<file path="src/design/ascii_frame_receiver_unit_macros.svh">
// Assertion macros used by the ASCII frame receiver RTL.
`ifndef ASCII_FRAME_RECEIVER_UNIT_MACROS_SVH
`define ASCII_FRAME_RECEIVER_UNIT_MACROS_SVH

// Same-cycle implication, disabled while reset is asserted.
`define AFR_ASSERT_IMPL(label, clk, rst_n, ante, cons, msg) \
    label: assert property (@(posedge clk) disable iff (!rst_n) (ante) |-> (cons)) \
        else $error(msg);

// Next-cycle implication, disabled while reset is asserted.
`define AFR_ASSERT_NEXT(label, clk, rst_n, ante, cons, msg) \
    label: assert property (@(posedge clk) disable iff (!rst_n) (ante) |=> (cons)) \
        else $error(msg);

`endif

</file>
<file path="src/design/afr_pkg.sv">
// Types, constants and helpers for the ASCII frame receiver.
`default_nettype none
package afr_pkg;

    typedef logic [7:0] t_byte;

    // Frame layout
    localparam logic [13:0] HDR_LEN   = 14'd12;
    localparam logic [13:0] SHORT_LEN = 14'd17;
    localparam logic [2:0]  WIN_LEN   = 3'd5;
    localparam logic [13:0] POS_MAX   = 14'd16383;
    localparam logic [13:0] SUM_MOD   = 14'd10000;

    // Header field boundaries (byte position after the start pair)
    localparam logic [13:0] LEN_END = 14'd4;
    localparam logic [13:0] CMD_END = 14'd6;
    localparam logic [13:0] SEG_END = 14'd9;

    // Bad-digit flag bits
    localparam int FLD_LEN = 0;
    localparam int FLD_CMD = 1;
    localparam int FLD_SEG = 2;
    localparam int FLD_TOT = 3;

    // Configuration register indexes
    localparam logic [1:0] REG_PREFIX = 2'd0;
    localparam logic [1:0] REG_START  = 2'd1;
    localparam logic [1:0] REG_END    = 2'd2;

    // Register reset values
    localparam t_byte PREFIX_RST = 8'hFF;
    localparam t_byte START_RST  = 8'hD8;
    localparam t_byte END_RST    = 8'hD9;

    // Result item kinds
    localparam logic KIND_PAYLOAD = 1'b0;
    localparam logic KIND_STATUS  = 1'b1;

    // Frame status codes
    localparam logic [1:0] ST_OK       = 2'd0;
    localparam logic [1:0] ST_LEN_BAD  = 2'd1;
    localparam logic [1:0] ST_SUM_BAD  = 2'd2;
    localparam logic [1:0] ST_SHORT    = 2'd3;

    localparam t_byte CHAR_ZERO = 8'h30;
    localparam t_byte CHAR_NINE = 8'h39;

    typedef struct packed {
        t_byte prefix_byte;
        t_byte start_byte;
        t_byte end_byte;
    } t_cfg;

    typedef struct packed {
        logic        item_kind;
        t_byte       payload_byte;
        logic [1:0]  frame_status;
        logic [6:0]  command_code;
        logic [9:0]  segment_number;
        logic [9:0]  segment_total;
        logic [13:0] declared_length;
        logic [13:0] payload_count;
        logic [13:0] received_sum;
        logic [13:0] computed_sum;
        logic        frame_last;
    } t_result;

    // Frame state seen by the end-of-frame status logic
    typedef struct packed {
        logic [13:0] length_field;
        logic [6:0]  command_field;
        logic [9:0]  segment_field;
        logic [9:0]  total_field;
        logic [3:0]  bad_digit;
        t_byte       win0;
        t_byte       win1;
        t_byte       win2;
        t_byte       win3;
        logic [2:0]  window_fill;
        logic [13:0] byte_position;
        logic [13:0] payload_count;
        logic        sum_neg;
        logic [13:0] sum_res;
    } t_snap;

    function automatic logic is_digit(input t_byte b);
        return (b >= CHAR_ZERO) && (b <= CHAR_NINE);
    endfunction

    function automatic logic [3:0] digit_val(input t_byte b);
        t_byte d;
        d = b - CHAR_ZERO;
        return d[3:0];
    endfunction

endpackage
`default_nettype wire

</file>
<file path="src/design/afr_status_calc.sv">
// End-of-frame status: checksum decode, sum fold and status priority.
`default_nettype none
module afr_status_calc (
    input  afr_pkg::t_snap   i_snap,
    output afr_pkg::t_result o_status
);
    import afr_pkg::*;

    logic        rs_bad;
    logic [13:0] rs;
    logic [13:0] cs;
    logic [13:0] dl;
    logic        short_frame;

    // Checksum digits held in the first four window slots
    always_comb begin
        rs_bad = !is_digit(i_snap.win0) || !is_digit(i_snap.win1) ||
                 !is_digit(i_snap.win2) || !is_digit(i_snap.win3);
        rs = 14'(digit_val(i_snap.win0)) * 14'd1000 +
             14'(digit_val(i_snap.win1)) * 14'd100 +
             14'(digit_val(i_snap.win2)) * 14'd10 +
             14'(digit_val(i_snap.win3));
        if (rs_bad) begin
            rs = '0;
        end
    end

    // abs(sum) mod 10000 from the signed sum's sign and its residue
    assign cs = (i_snap.sum_neg && (i_snap.sum_res != 14'd0)) ?
                SUM_MOD - i_snap.sum_res : i_snap.sum_res;

    assign dl = i_snap.bad_digit[FLD_LEN] ? 14'd0 : i_snap.length_field;

    assign short_frame = (i_snap.byte_position < SHORT_LEN) ||
                         (i_snap.window_fill < WIN_LEN);

    // Assemble the status item
    always_comb begin
        o_status            = '0;
        o_status.item_kind  = KIND_STATUS;
        o_status.frame_last = 1'b1;
        if (short_frame) begin
            o_status.frame_status = ST_SHORT;
        end else begin
            o_status.command_code    = i_snap.bad_digit[FLD_CMD] ? 7'd0 : i_snap.command_field;
            o_status.segment_number  = i_snap.bad_digit[FLD_SEG] ? 10'd0 : i_snap.segment_field;
            o_status.segment_total   = i_snap.bad_digit[FLD_TOT] ? 10'd0 : i_snap.total_field;
            o_status.declared_length = dl;
            o_status.payload_count   = i_snap.payload_count;
            o_status.received_sum    = rs;
            o_status.computed_sum    = cs;
            if (dl != i_snap.payload_count) begin
                o_status.frame_status = ST_LEN_BAD;
            end else if (rs != cs) begin
                o_status.frame_status = ST_SUM_BAD;
            end else begin
                o_status.frame_status = ST_OK;
            end
        end
    end

endmodule
`default_nettype wire

</file>
<file path="src/design/afr_frame_tracker.sv">
// Frame state: marker detection, header digits, hold window and sums.
`default_nettype none
`include "ascii_frame_receiver_unit_macros.svh"
module afr_frame_tracker (
    input  logic             i_clk,
    input  logic             i_rst_n,
    input  logic             i_accept,
    input  afr_pkg::t_byte   i_rx_byte,
    input  afr_pkg::t_cfg    i_cfg,
    output logic             o_res_valid,
    output afr_pkg::t_result o_res
);
    import afr_pkg::*;

    logic               r_in_frame, n_in_frame;
    t_byte              r_win [WIN_LEN];
    t_byte              n_win [WIN_LEN];
    logic [2:0]         r_fill, n_fill;
    logic [13:0]        r_pos, n_pos;
    logic [13:0]        r_len, n_len;
    logic [6:0]         r_cmd, n_cmd;
    logic [9:0]         r_seg, n_seg;
    logic [9:0]         r_tot, n_tot;
    logic [3:0]         r_bad, n_bad;
    logic signed [22:0] r_sum, n_sum;
    logic [13:0]        r_sum_res, n_sum_res;
    logic [13:0]        r_pay_cnt, n_pay_cnt;
    t_byte              r_prev, n_prev;
    logic               r_prev_valid, n_prev_valid;

    logic               after_prefix;
    logic               is_start;
    logic               is_end;
    logic               dig_ok;
    logic [3:0]         dig;
    t_byte              leaving;
    logic signed [14:0] res_sum;
    t_snap              snap;
    t_result            status_item;

    // Status logic sees the state as it stands before the end byte
    assign snap = '{length_field:  r_len,
                    command_field: r_cmd,
                    segment_field: r_seg,
                    total_field:   r_tot,
                    bad_digit:     r_bad,
                    win0:          r_win[0],
                    win1:          r_win[1],
                    win2:          r_win[2],
                    win3:          r_win[3],
                    window_fill:   r_fill,
                    byte_position: r_pos,
                    payload_count: r_pay_cnt,
                    sum_neg:       r_sum[22],
                    sum_res:       r_sum_res};

    afr_status_calc u_status (
        .i_snap   (snap),
        .o_status (status_item)
    );

    // Marker detection
    assign after_prefix = r_prev_valid && (r_prev == i_cfg.prefix_byte);
    assign is_start     = after_prefix && (i_rx_byte == i_cfg.start_byte);
    assign is_end       = after_prefix && !is_start && r_in_frame &&
                          (i_rx_byte == i_cfg.end_byte);

    assign dig_ok  = is_digit(i_rx_byte);
    assign dig     = digit_val(i_rx_byte);
    assign leaving = r_win[0];
    assign res_sum = $signed({1'b0, r_sum_res}) + $signed({{7{leaving[7]}}, leaving});

    // Next state and result for one byte
    always_comb begin
        n_in_frame   = r_in_frame;
        n_win        = r_win;
        n_fill       = r_fill;
        n_pos        = r_pos;
        n_len        = r_len;
        n_cmd        = r_cmd;
        n_seg        = r_seg;
        n_tot        = r_tot;
        n_bad        = r_bad;
        n_sum        = r_sum;
        n_sum_res    = r_sum_res;
        n_pay_cnt    = r_pay_cnt;
        n_prev       = i_rx_byte;
        n_prev_valid = 1'b1;
        o_res_valid  = 1'b0;
        o_res        = '0;

        if (is_start || is_end) begin
            n_in_frame   = is_start;
            n_fill       = '0;
            n_pos        = '0;
            n_len        = '0;
            n_cmd        = '0;
            n_seg        = '0;
            n_tot        = '0;
            n_bad        = '0;
            n_sum        = '0;
            n_sum_res    = '0;
            n_pay_cnt    = '0;
            n_prev       = r_prev;
            n_prev_valid = 1'b0;
            if (is_end) begin
                o_res_valid = 1'b1;
                o_res       = status_item;
            end
        end else if (r_in_frame) begin
            if (r_pos < HDR_LEN) begin
                // header digits
                if (r_pos < LEN_END) begin
                    if (dig_ok) n_len = 14'(r_len * 14'd10) + 14'(dig);
                    else        n_bad[FLD_LEN] = 1'b1;
                end else if (r_pos < CMD_END) begin
                    if (dig_ok) n_cmd = 7'(r_cmd * 7'd10) + 7'(dig);
                    else        n_bad[FLD_CMD] = 1'b1;
                end else if (r_pos < SEG_END) begin
                    if (dig_ok) n_seg = 10'(r_seg * 10'd10) + 10'(dig);
                    else        n_bad[FLD_SEG] = 1'b1;
                end else begin
                    if (dig_ok) n_tot = 10'(r_tot * 10'd10) + 10'(dig);
                    else        n_bad[FLD_TOT] = 1'b1;
                end
            end else if (r_fill < WIN_LEN) begin
                // window still filling
                for (int k = 0; k < WIN_LEN; k++) begin
                    if (r_fill == 3'(k)) n_win[k] = i_rx_byte;
                end
                n_fill = r_fill + 3'd1;
            end else begin
                // oldest held byte leaves as payload
                for (int k = 0; k < WIN_LEN - 1; k++) begin
                    n_win[k] = r_win[k + 1];
                end
                n_win[WIN_LEN - 1] = i_rx_byte;
                if (r_pay_cnt < POS_MAX) begin
                    n_sum     = r_sum + $signed({{15{leaving[7]}}, leaving});
                    n_pay_cnt = r_pay_cnt + 14'd1;
                    if (res_sum < 0) begin
                        n_sum_res = 14'(res_sum + $signed({1'b0, SUM_MOD}));
                    end else if (res_sum >= $signed({1'b0, SUM_MOD})) begin
                        n_sum_res = 14'(res_sum - $signed({1'b0, SUM_MOD}));
                    end else begin
                        n_sum_res = res_sum[13:0];
                    end
                end
                o_res_valid        = 1'b1;
                o_res.item_kind    = KIND_PAYLOAD;
                o_res.payload_byte = leaving;
            end
            if (r_pos < POS_MAX) begin
                n_pos = r_pos + 14'd1;
            end
        end
    end

    // Control state
    always_ff @(posedge i_clk) begin
        if (!i_rst_n) begin
            r_in_frame   <= 1'b0;
            r_fill       <= '0;
            r_pos        <= '0;
            r_len        <= '0;
            r_cmd        <= '0;
            r_seg        <= '0;
            r_tot        <= '0;
            r_bad        <= '0;
            r_sum        <= '0;
            r_sum_res    <= '0;
            r_pay_cnt    <= '0;
            r_prev       <= '0;
            r_prev_valid <= 1'b0;
        end else if (i_accept) begin
            r_in_frame   <= n_in_frame;
            r_fill       <= n_fill;
            r_pos        <= n_pos;
            r_len        <= n_len;
            r_cmd        <= n_cmd;
            r_seg        <= n_seg;
            r_tot        <= n_tot;
            r_bad        <= n_bad;
            r_sum        <= n_sum;
            r_sum_res    <= n_sum_res;
            r_pay_cnt    <= n_pay_cnt;
            r_prev       <= n_prev;
            r_prev_valid <= n_prev_valid;
        end
    end

    // Hold window payload, no reset needed
    always_ff @(posedge i_clk) begin
        if (i_accept) begin
            r_win <= n_win;
        end
    end

    `AFR_ASSERT_IMPL(a_fill_max, i_clk, i_rst_n, 1'b1, r_fill <= WIN_LEN, "window fill overrun")
    `AFR_ASSERT_IMPL(a_res_range, i_clk, i_rst_n, 1'b1, r_sum_res < SUM_MOD, "sum residue out of range")
    `AFR_ASSERT_IMPL(a_cnt_pos, i_clk, i_rst_n, 1'b1, r_pay_cnt <= r_pos, "payload count past position")
    `AFR_ASSERT_NEXT(a_start_clear, i_clk, i_rst_n, i_accept && is_start, r_in_frame && (r_fill == 3'd0) && (r_pos == 14'd0), "start pair did not restart frame")
    `AFR_ASSERT_IMPL(a_pay_in_frame, i_clk, i_rst_n, i_accept && o_res_valid && (o_res.item_kind == KIND_PAYLOAD), r_in_frame && (r_fill == WIN_LEN), "payload outside a full window")

endmodule
`default_nettype wire

</file>
<file path="src/design/ascii_frame_receiver_unit.sv">
// Output: a result is held in the output register from the cycle after its byte is accepted.
// Throughput: one byte per cycle; a byte is taken whenever the output register is
// empty or being drained in the same cycle, so the single output stage sets the rate.
// Reset: synchronous, active low; clears frame state and output valid, and loads the
// marker registers with 0xFF, 0xD8, 0xD9. No clearing pass.
`default_nettype none
module ascii_frame_receiver_unit (
    input  logic        i_clk,
    input  logic        i_rst_n,
    input  logic        i_cfg_we,
    input  logic [1:0]  i_cfg_index,
    input  logic [7:0]  i_cfg_data,
    input  logic        i_in_valid,
    output logic        o_in_ready,
    input  logic [7:0]  i_rx_byte,
    output logic        o_out_valid,
    input  logic        i_out_ready,
    output logic        o_item_kind,
    output logic [7:0]  o_payload_byte,
    output logic [1:0]  o_frame_status,
    output logic [6:0]  o_command_code,
    output logic [9:0]  o_segment_number,
    output logic [9:0]  o_segment_total,
    output logic [13:0] o_declared_length,
    output logic [13:0] o_payload_count,
    output logic [13:0] o_received_sum,
    output logic [13:0] o_computed_sum,
    output logic        o_frame_last
);
    import afr_pkg::*;

    t_cfg    r_cfg;
    logic    r_out_valid;
    t_result r_out;
    logic    in_accept;
    logic    res_valid;
    t_result res;

    // Configuration registers
    always_ff @(posedge i_clk) begin
        if (!i_rst_n) begin
            r_cfg.prefix_byte <= PREFIX_RST;
            r_cfg.start_byte  <= START_RST;
            r_cfg.end_byte    <= END_RST;
        end else if (i_cfg_we) begin
            unique case (i_cfg_index)
                REG_PREFIX: r_cfg.prefix_byte <= i_cfg_data;
                REG_START:  r_cfg.start_byte  <= i_cfg_data;
                REG_END:    r_cfg.end_byte    <= i_cfg_data;
                default: ;
            endcase
        end
    end

    // Input transaction
    assign o_in_ready = !r_out_valid || i_out_ready;
    assign in_accept  = i_in_valid && o_in_ready;

    afr_frame_tracker u_tracker (
        .i_clk       (i_clk),
        .i_rst_n     (i_rst_n),
        .i_accept    (in_accept),
        .i_rx_byte   (i_rx_byte),
        .i_cfg       (r_cfg),
        .o_res_valid (res_valid),
        .o_res       (res)
    );

    // Output register
    always_ff @(posedge i_clk) begin
        if (!i_rst_n) begin
            r_out_valid <= 1'b0;
        end else if (in_accept && res_valid) begin
            r_out_valid <= 1'b1;
        end else if (i_out_ready) begin
            r_out_valid <= 1'b0;
        end
    end

    always_ff @(posedge i_clk) begin
        if (in_accept && res_valid) begin
            r_out <= res;
        end
    end

    assign o_out_valid       = r_out_valid;
    assign o_item_kind       = r_out.item_kind;
    assign o_payload_byte    = r_out.payload_byte;
    assign o_frame_status    = r_out.frame_status;
    assign o_command_code    = r_out.command_code;
    assign o_segment_number  = r_out.segment_number;
    assign o_segment_total   = r_out.segment_total;
    assign o_declared_length = r_out.declared_length;
    assign o_payload_count   = r_out.payload_count;
    assign o_received_sum    = r_out.received_sum;
    assign o_computed_sum    = r_out.computed_sum;
    assign o_frame_last      = r_out.frame_last;

endmodule
`default_nettype wire

</file>
<file path="config.mk">
export PLATFORM = sky130hd
export DESIGN_NAME = ascii_frame_receiver_unit
export DESIGN_NICKNAME = d
export VERILOG_FILES = /design/src/design/afr_pkg.sv /design/src/design/afr_status_calc.sv /design/src/design/afr_frame_tracker.sv /design/src/design/ascii_frame_receiver_unit.sv
export VERILOG_INCLUDE_DIRS = /design/src /design/src/design
export SDC_FILE = /design/constraint.sdc
export NUM_CORES = 1
export LEC_CHECK = 0
export BUFFER_PORTS_ARGS = -buffer_cell sky130_fd_sc_hd__buf_4
export CORE_ASPECT_RATIO = 0.9
export CORE_MARGIN = 2
export CORE_UTILIZATION = 60
export CTS_CLUSTER_DIAMETER = 120
export CTS_CLUSTER_SIZE = 24
export DETAILED_ROUTE_END_ITERATION = 10
export MAX_ROUTING_LAYER = met4
export PLACE_DENSITY = 0.79
export SLEW_MARGIN = 10
export SYNTH_ARGS = -nofsm -noshare
export SYNTH_HDL_FRONTEND = slang
export SYNTH_SLANG_ARGS = --single-unit
</file>
<file path="constraint.sdc">
create_clock -name i_clk -period 13.8 [get_ports i_clk]
set_clock_uncertainty 0.1 [all_clocks]
set_input_delay 0.69 -clock i_clk [delete_from_list [all_inputs] [get_ports i_clk]]
set_output_delay 0.69 -clock i_clk [all_outputs]
set_load 0.005 [all_outputs]
</file>
==> impl_metrics.prom <==
# TYPE chip_impl_metric gauge
chip_impl_info{name="outcome",value="complete, no violations"} 1
chip_impl_metric{name="filler_cell_count",unit=""} 2427
chip_impl_metric{name="n_antenna_cell",unit=""} 0
chip_impl_metric{name="initial_core_util",unit="%"} 60.5
chip_impl_info{name="leading_cell_type_in_the_layout_fill_and_taps_excluded",value="sky130_fd_sc_hd__ha_1"} 1
chip_impl_metric{name="total_leakage_power",unit="uW"} 0.00818
chip_impl_metric{name="fin_crit_sh",unit="%"} 40.0
chip_impl_metric{name="cts-htree-levels",unit=""} 1
chip_impl_metric{name="synth.distinct_cells",unit=""} 88
chip_impl_metric{name="place.port_buffers",unit=""} 119
chip_impl_metric{name="worstRegToRegCells",unit=""} 16
chip_impl_metric{name="routedWlPerCell",unit="um"} 17.3
chip_impl_metric{name="clkLatencyLatePin",unit="ps"} 520
chip_impl_metric{name="clock-sinks",unit=""} 282
chip_impl_metric{name="grt_util_all_layers",unit="%"} 26.9
chip_impl_metric{name="gpl.final_weighted_congestion",unit=""} 0.936
chip_impl_metric{name="dp_worst_setup_slack",unit="ps"} 8350
chip_impl_metric{name="worst_hold_path.num_cells",unit=""} 3
chip_impl_info{name="cts_tree",value="done"} 1
chip_impl_metric{name="slew_violations",unit=""} 0
chip_impl_metric{name="synthesized_area_per_cell",unit="um2"} 9.53
chip_impl_metric{name="design.portCount",unit=""} 120
chip_impl_metric{name="timing.slew.headroom",unit="%"} 27.3
chip_impl_metric{name="coreArea",unit="mm2"} 0.0297
chip_impl_metric{name="grt_max_degree",unit=""} 107
chip_impl_metric{name="critical_path_buf_inv_count",unit=""} 2
chip_impl_info{name="synthFlopType",value="sky130_fd_sc_hd__dfxtp_1"} 1
chip_impl_metric{name="route.vias.total",unit=""} 14000
chip_impl_metric{name="fmaxAchievable",unit="GHz"} 0.181
chip_impl_metric{name="clk_transition_reported_paths",unit="ps"} 110
chip_impl_metric{name="worstPathArrival",unit="ps"} 5650
chip_impl_metric{name="post_drt_via_cell_ratio",unit=""} 5.87
chip_impl_metric{name="post_cts_buffers",unit=""} 0
chip_impl_metric{name="final_setup_violating_endpoints",unit=""} 0
chip_impl_metric{name="final_antenna_net_count",unit=""} 0
chip_impl_metric{name="async_flop_share",unit="%"} 0
chip_impl_metric{name="die_w",unit="um"} 187
chip_impl_metric{name="min_period",unit="ps"} 5520
chip_impl_metric{name="cp.required",unit="ps"} 13920
chip_impl_metric{name="antenna_found_initial",unit=""} 0
chip_impl_metric{name="ys.warnings.count",unit=""} 0
chip_impl_info{name="rsz0062_at_grt",value="false"} 1
chip_impl_metric{name="worst-path-max-fanout",unit=""} 8
chip_impl_metric{name="synthesis.area",unit="mm2"} 0.0180
chip_impl_metric{name="vdd_ir_drop_max",unit="mV"} 0.0878
chip_impl_metric{name="timing.max_cap.violations",unit=""} 0
chip_impl_metric{name="routed_wl",unit="um"} 41100
chip_impl_metric{name="fin_ws",unit="ps"} 8280
chip_impl_metric{name="grt_first_pass_wirelength",unit="um"} 67600
chip_impl_metric{name="synth-edff-count",unit=""} 134
chip_impl_metric{name="post_layout_nonfiller_instances",unit=""} 2380
chip_impl_metric{name="finalNetCount",unit=""} 2180
chip_impl_metric{name="yosysSeqAreaShare",unit="%"} 38.8
chip_impl_metric{name="postSynthCellCount",unit=""} 1888
chip_impl_metric{name="grt-ovfl-total",unit=""} 0
chip_impl_metric{name="first_global_vias",unit=""} 13400
chip_impl_metric{name="pwr_per_cell_area",unit="mW/mm2"} 71.4
chip_impl_metric{name="cts_buffers",unit=""} 15
chip_impl_metric{name="flow.area_growth_from_synthesis",unit="%"} 9.23
chip_impl_info{name="setup_crit_start_kind",value="flop"} 1
chip_impl_metric{name="finalInstanceArea",unit="mm2"} 0.0197
chip_impl_info{name="worst_setup_path_end_kind",value="flop"} 1
chip_impl_metric{name="clockBufferDepth",unit=""} 3
chip_impl_metric{name="dp.cells",unit=""} 2354
chip_impl_info{name="critical_path.top_delay_family",value="adder cells"} 1
chip_impl_metric{name="hold_viol_final",unit=""} 0
chip_impl_metric{name="postPlaceCellArea",unit="mm2"} 0.0192
chip_impl_metric{name="syn_nets",unit=""} 2100
chip_impl_info{name="crit_slowest_cell",value="sky130_fd_sc_hd__edfxtp_1"} 1
chip_impl_metric{name="number_of_synthesized_register_bits",unit=""} 282
chip_impl_info{name="hold_path_class",value="input port to flop"} 1
chip_impl_metric{name="die-area",unit="mm2"} 0.0314
chip_impl_info{name="layout.cells.most_common_list",value="162 x sky130_fd_sc_hd__ha_1, 151 x sky130_fd_sc_hd__nand2_1, 148 x sky130_fd_sc_hd__dfxtp_1, 142 x sky130_fd_sc_hd__nor2_1, 134 x sky130_fd_sc_hd__edfxtp_1"} 1
chip_impl_metric{name="cts.hold.buffers_added",unit=""} 0
chip_impl_info{name="crit_path_cell_trace",value="ha_1 > fa_1 > inv_1 > fa_1 > inv_1 > fa_1 > ha_1 > ha_1 > o21a_1 > a211oi_1 > nor2_1 > xnor2_1 > xnor2_1 > or3b_2 > mux2i_1 > a41oi_1"} 1
chip_impl_metric{name="worst_path_largest_cell_delay",unit="ps"} 580
chip_impl_metric{name="placement_rows",unit=""} 60
chip_impl_metric{name="drt_pre_antenna_iters",unit=""} 6
chip_impl_metric{name="die_h",unit="um"} 168
chip_impl_metric{name="cp.depth",unit=""} 16
chip_impl_metric{name="detail_route.iter0.violations",unit=""} 1211
chip_impl_info{name="clock-root-buffer",value="sky130_fd_sc_hd__clkbuf_16"} 1
chip_impl_metric{name="worstMarginPinSlew",unit="ps"} 1090
chip_impl_metric{name="post_cts.resized_instances",unit=""} 0
chip_impl_metric{name="setup_total_negative_slack",unit="ps"} 0
chip_impl_metric{name="share_of_layout_cells_above_drive_strength_1",unit="%"} 9.00
chip_impl_metric{name="drc",unit=""} 0
chip_impl_info{name="worstSetupPathType",value="flop to flop"} 1
chip_impl_metric{name="place_hpwl",unit="um"} 30500
registers in the layout, indices dropped and copies added (netlist names), 14 cells and up:
register	cells
o_computed_sum	14
o_declared_length	14
o_payload_count	14
o_received_sum	14
r_cfg	24
u_tracker.r_len	14
u_tracker.r_pay_cnt	14
u_tracker.r_pos	14
u_tracker.r_sum	23
u_tracker.r_sum_res	14
u_tracker.r_win	32
synthesized netlist by cell type, types with 4 or more instances:
master,instances,share of area [%]
sky130_fd_sc_hd__a221oi_1,4,0.19
sky130_fd_sc_hd__nor3_1,70,1.9
sky130_fd_sc_hd__or3b_2,5,0.24
sky130_fd_sc_hd__xnor2_1,110,5.4
sky130_fd_sc_hd__nor3b_1,15,0.63
sky130_fd_sc_hd__a211oi_1,8,0.33
sky130_fd_sc_hd__nand4_1,21,0.73
sky130_fd_sc_hd__dfxtp_1,148,16
sky130_fd_sc_hd__nand2b_1,9,0.31
sky130_fd_sc_hd__a31oi_1,8,0.28
sky130_fd_sc_hd__and2_1,64,2.2
sky130_fd_sc_hd__o21ai_0,55,1.5
sky130_fd_sc_hd__ha_1,162,11
sky130_fd_sc_hd__fa_1,27,3.0
sky130_fd_sc_hd__buf_1,4,0.083
sky130_fd_sc_hd__nor2_1,143,3.0
sky130_fd_sc_hd__nor2b_1,86,3.0
sky130_fd_sc_hd__mux2i_1,24,1.3
sky130_fd_sc_hd__and3_1,34,1.2
sky130_fd_sc_hd__buf_2,4,0.11
sky130_fd_sc_hd__o21bai_1,9,0.38
sky130_fd_sc_hd__nor4_1,9,0.31
sky130_fd_sc_hd__a22oi_1,28,1.2
sky130_fd_sc_hd__a21boi_0,11,0.46
sky130_fd_sc_hd__or3_1,16,0.56
sky130_fd_sc_hd__a21oi_1,111,3.1
sky130_fd_sc_hd__inv_1,88,1.8
sky130_fd_sc_hd__edfxtp_1,134,22
sky130_fd_sc_hd__clkbuf_1,53,1.1
sky130_fd_sc_hd__nand2_1,151,3.1
sky130_fd_sc_hd__o21a_1,10,0.42
sky130_fd_sc_hd__a21o_1,67,2.8
sky130_fd_sc_hd__nor4bb_1,8,0.44
sky130_fd_sc_hd__xor2_1,53,2.6
sky130_fd_sc_hd__o31ai_1,8,0.33
sky130_fd_sc_hd__nand3_1,47,1.3
per-layer routing:
metal  part of all wire (%)  global-route usage (%)  vias up
met1                     46                    36.9     6608
met2                     46                    44.0      473
met3                    6.3                    2.54       57
met5                      0                       -        -
li1                       -                       -     6838
met4                    2.0                    5.28        0
worst min-delay path: stages:
cell                      delay, ps
sky130_fd_sc_hd__buf_4          100
sky130_fd_sc_hd__nand2_1         40
sky130_fd_sc_hd__nand3_1         60
where the power goes:
| part | leakage, uW | internal (uW) | switching, uW | total [uW] |
|---|---|---|---|---|
| clock network | 0.000204 | 209 | 270 | 479 |
| logic | 0.00555 | 20.5 | 27.4 | 47.9 |
| registers | 0.00243 | 874 | 3.42 | 877 |
| total | 0.00818 | 1100 | 301 | 1400 |
logic make-up (layout without fill, tap and decap cells):
family                     after synthesis  in the layout  share of synthesized area, %
and+or+nand+nor                        703            703                          20.2
DFF                                    282            282                          38.8
buffers and inverters                  152            241                          3.27
xor gates and xnor gates               167            167                          8.39
muxes                                   25             25                          1.40
adders and majority gates              189            189                          14.3
AOI/OAI and AO/OA                      370            370                          13.6
per-stage QoR:
step	util, %	power [uW]	hold WS [ps]
4_1_cts	66.1	1410	289
5_1_grt	66.1	1440	306
3_3_place_gp	64.7	942	340
2_1_floorplan	-	925	329
3_5_place_dp	64.7	944	351
6_report	66.1	1400	304
final timing paths:
path	from	end	slack, ps
worst min-delay path	i_cfg_data[3]	r_cfg[3]	300
worst min register to register	u_tracker.r_sum[21]	u_tracker.r_sum[21]	370
worst max register to register	u_tracker.leaving[1]	o_frame_status[1]	8280
worst max-delay path	u_tracker.leaving[1]	o_frame_status[1]	8280
area by class of cell:
class | instances | area [um2] | share of cell area [%]
Timing Repair Buffer | 127 | 953 | 4.85
Tap cell | 403 | 504 | 2.57
Multi-Input combinational cell | 1454 | 10500 | 53.2
Clock inverter | 2 | 17.5 | 0.0891
Clock buffer | 24 | 409 | 2.08
Sequential cell | 282 | 6990 | 35.5
Inverter | 88 | 330 | 1.68
No activity file was read; power rests on OpenSTA's default activity.
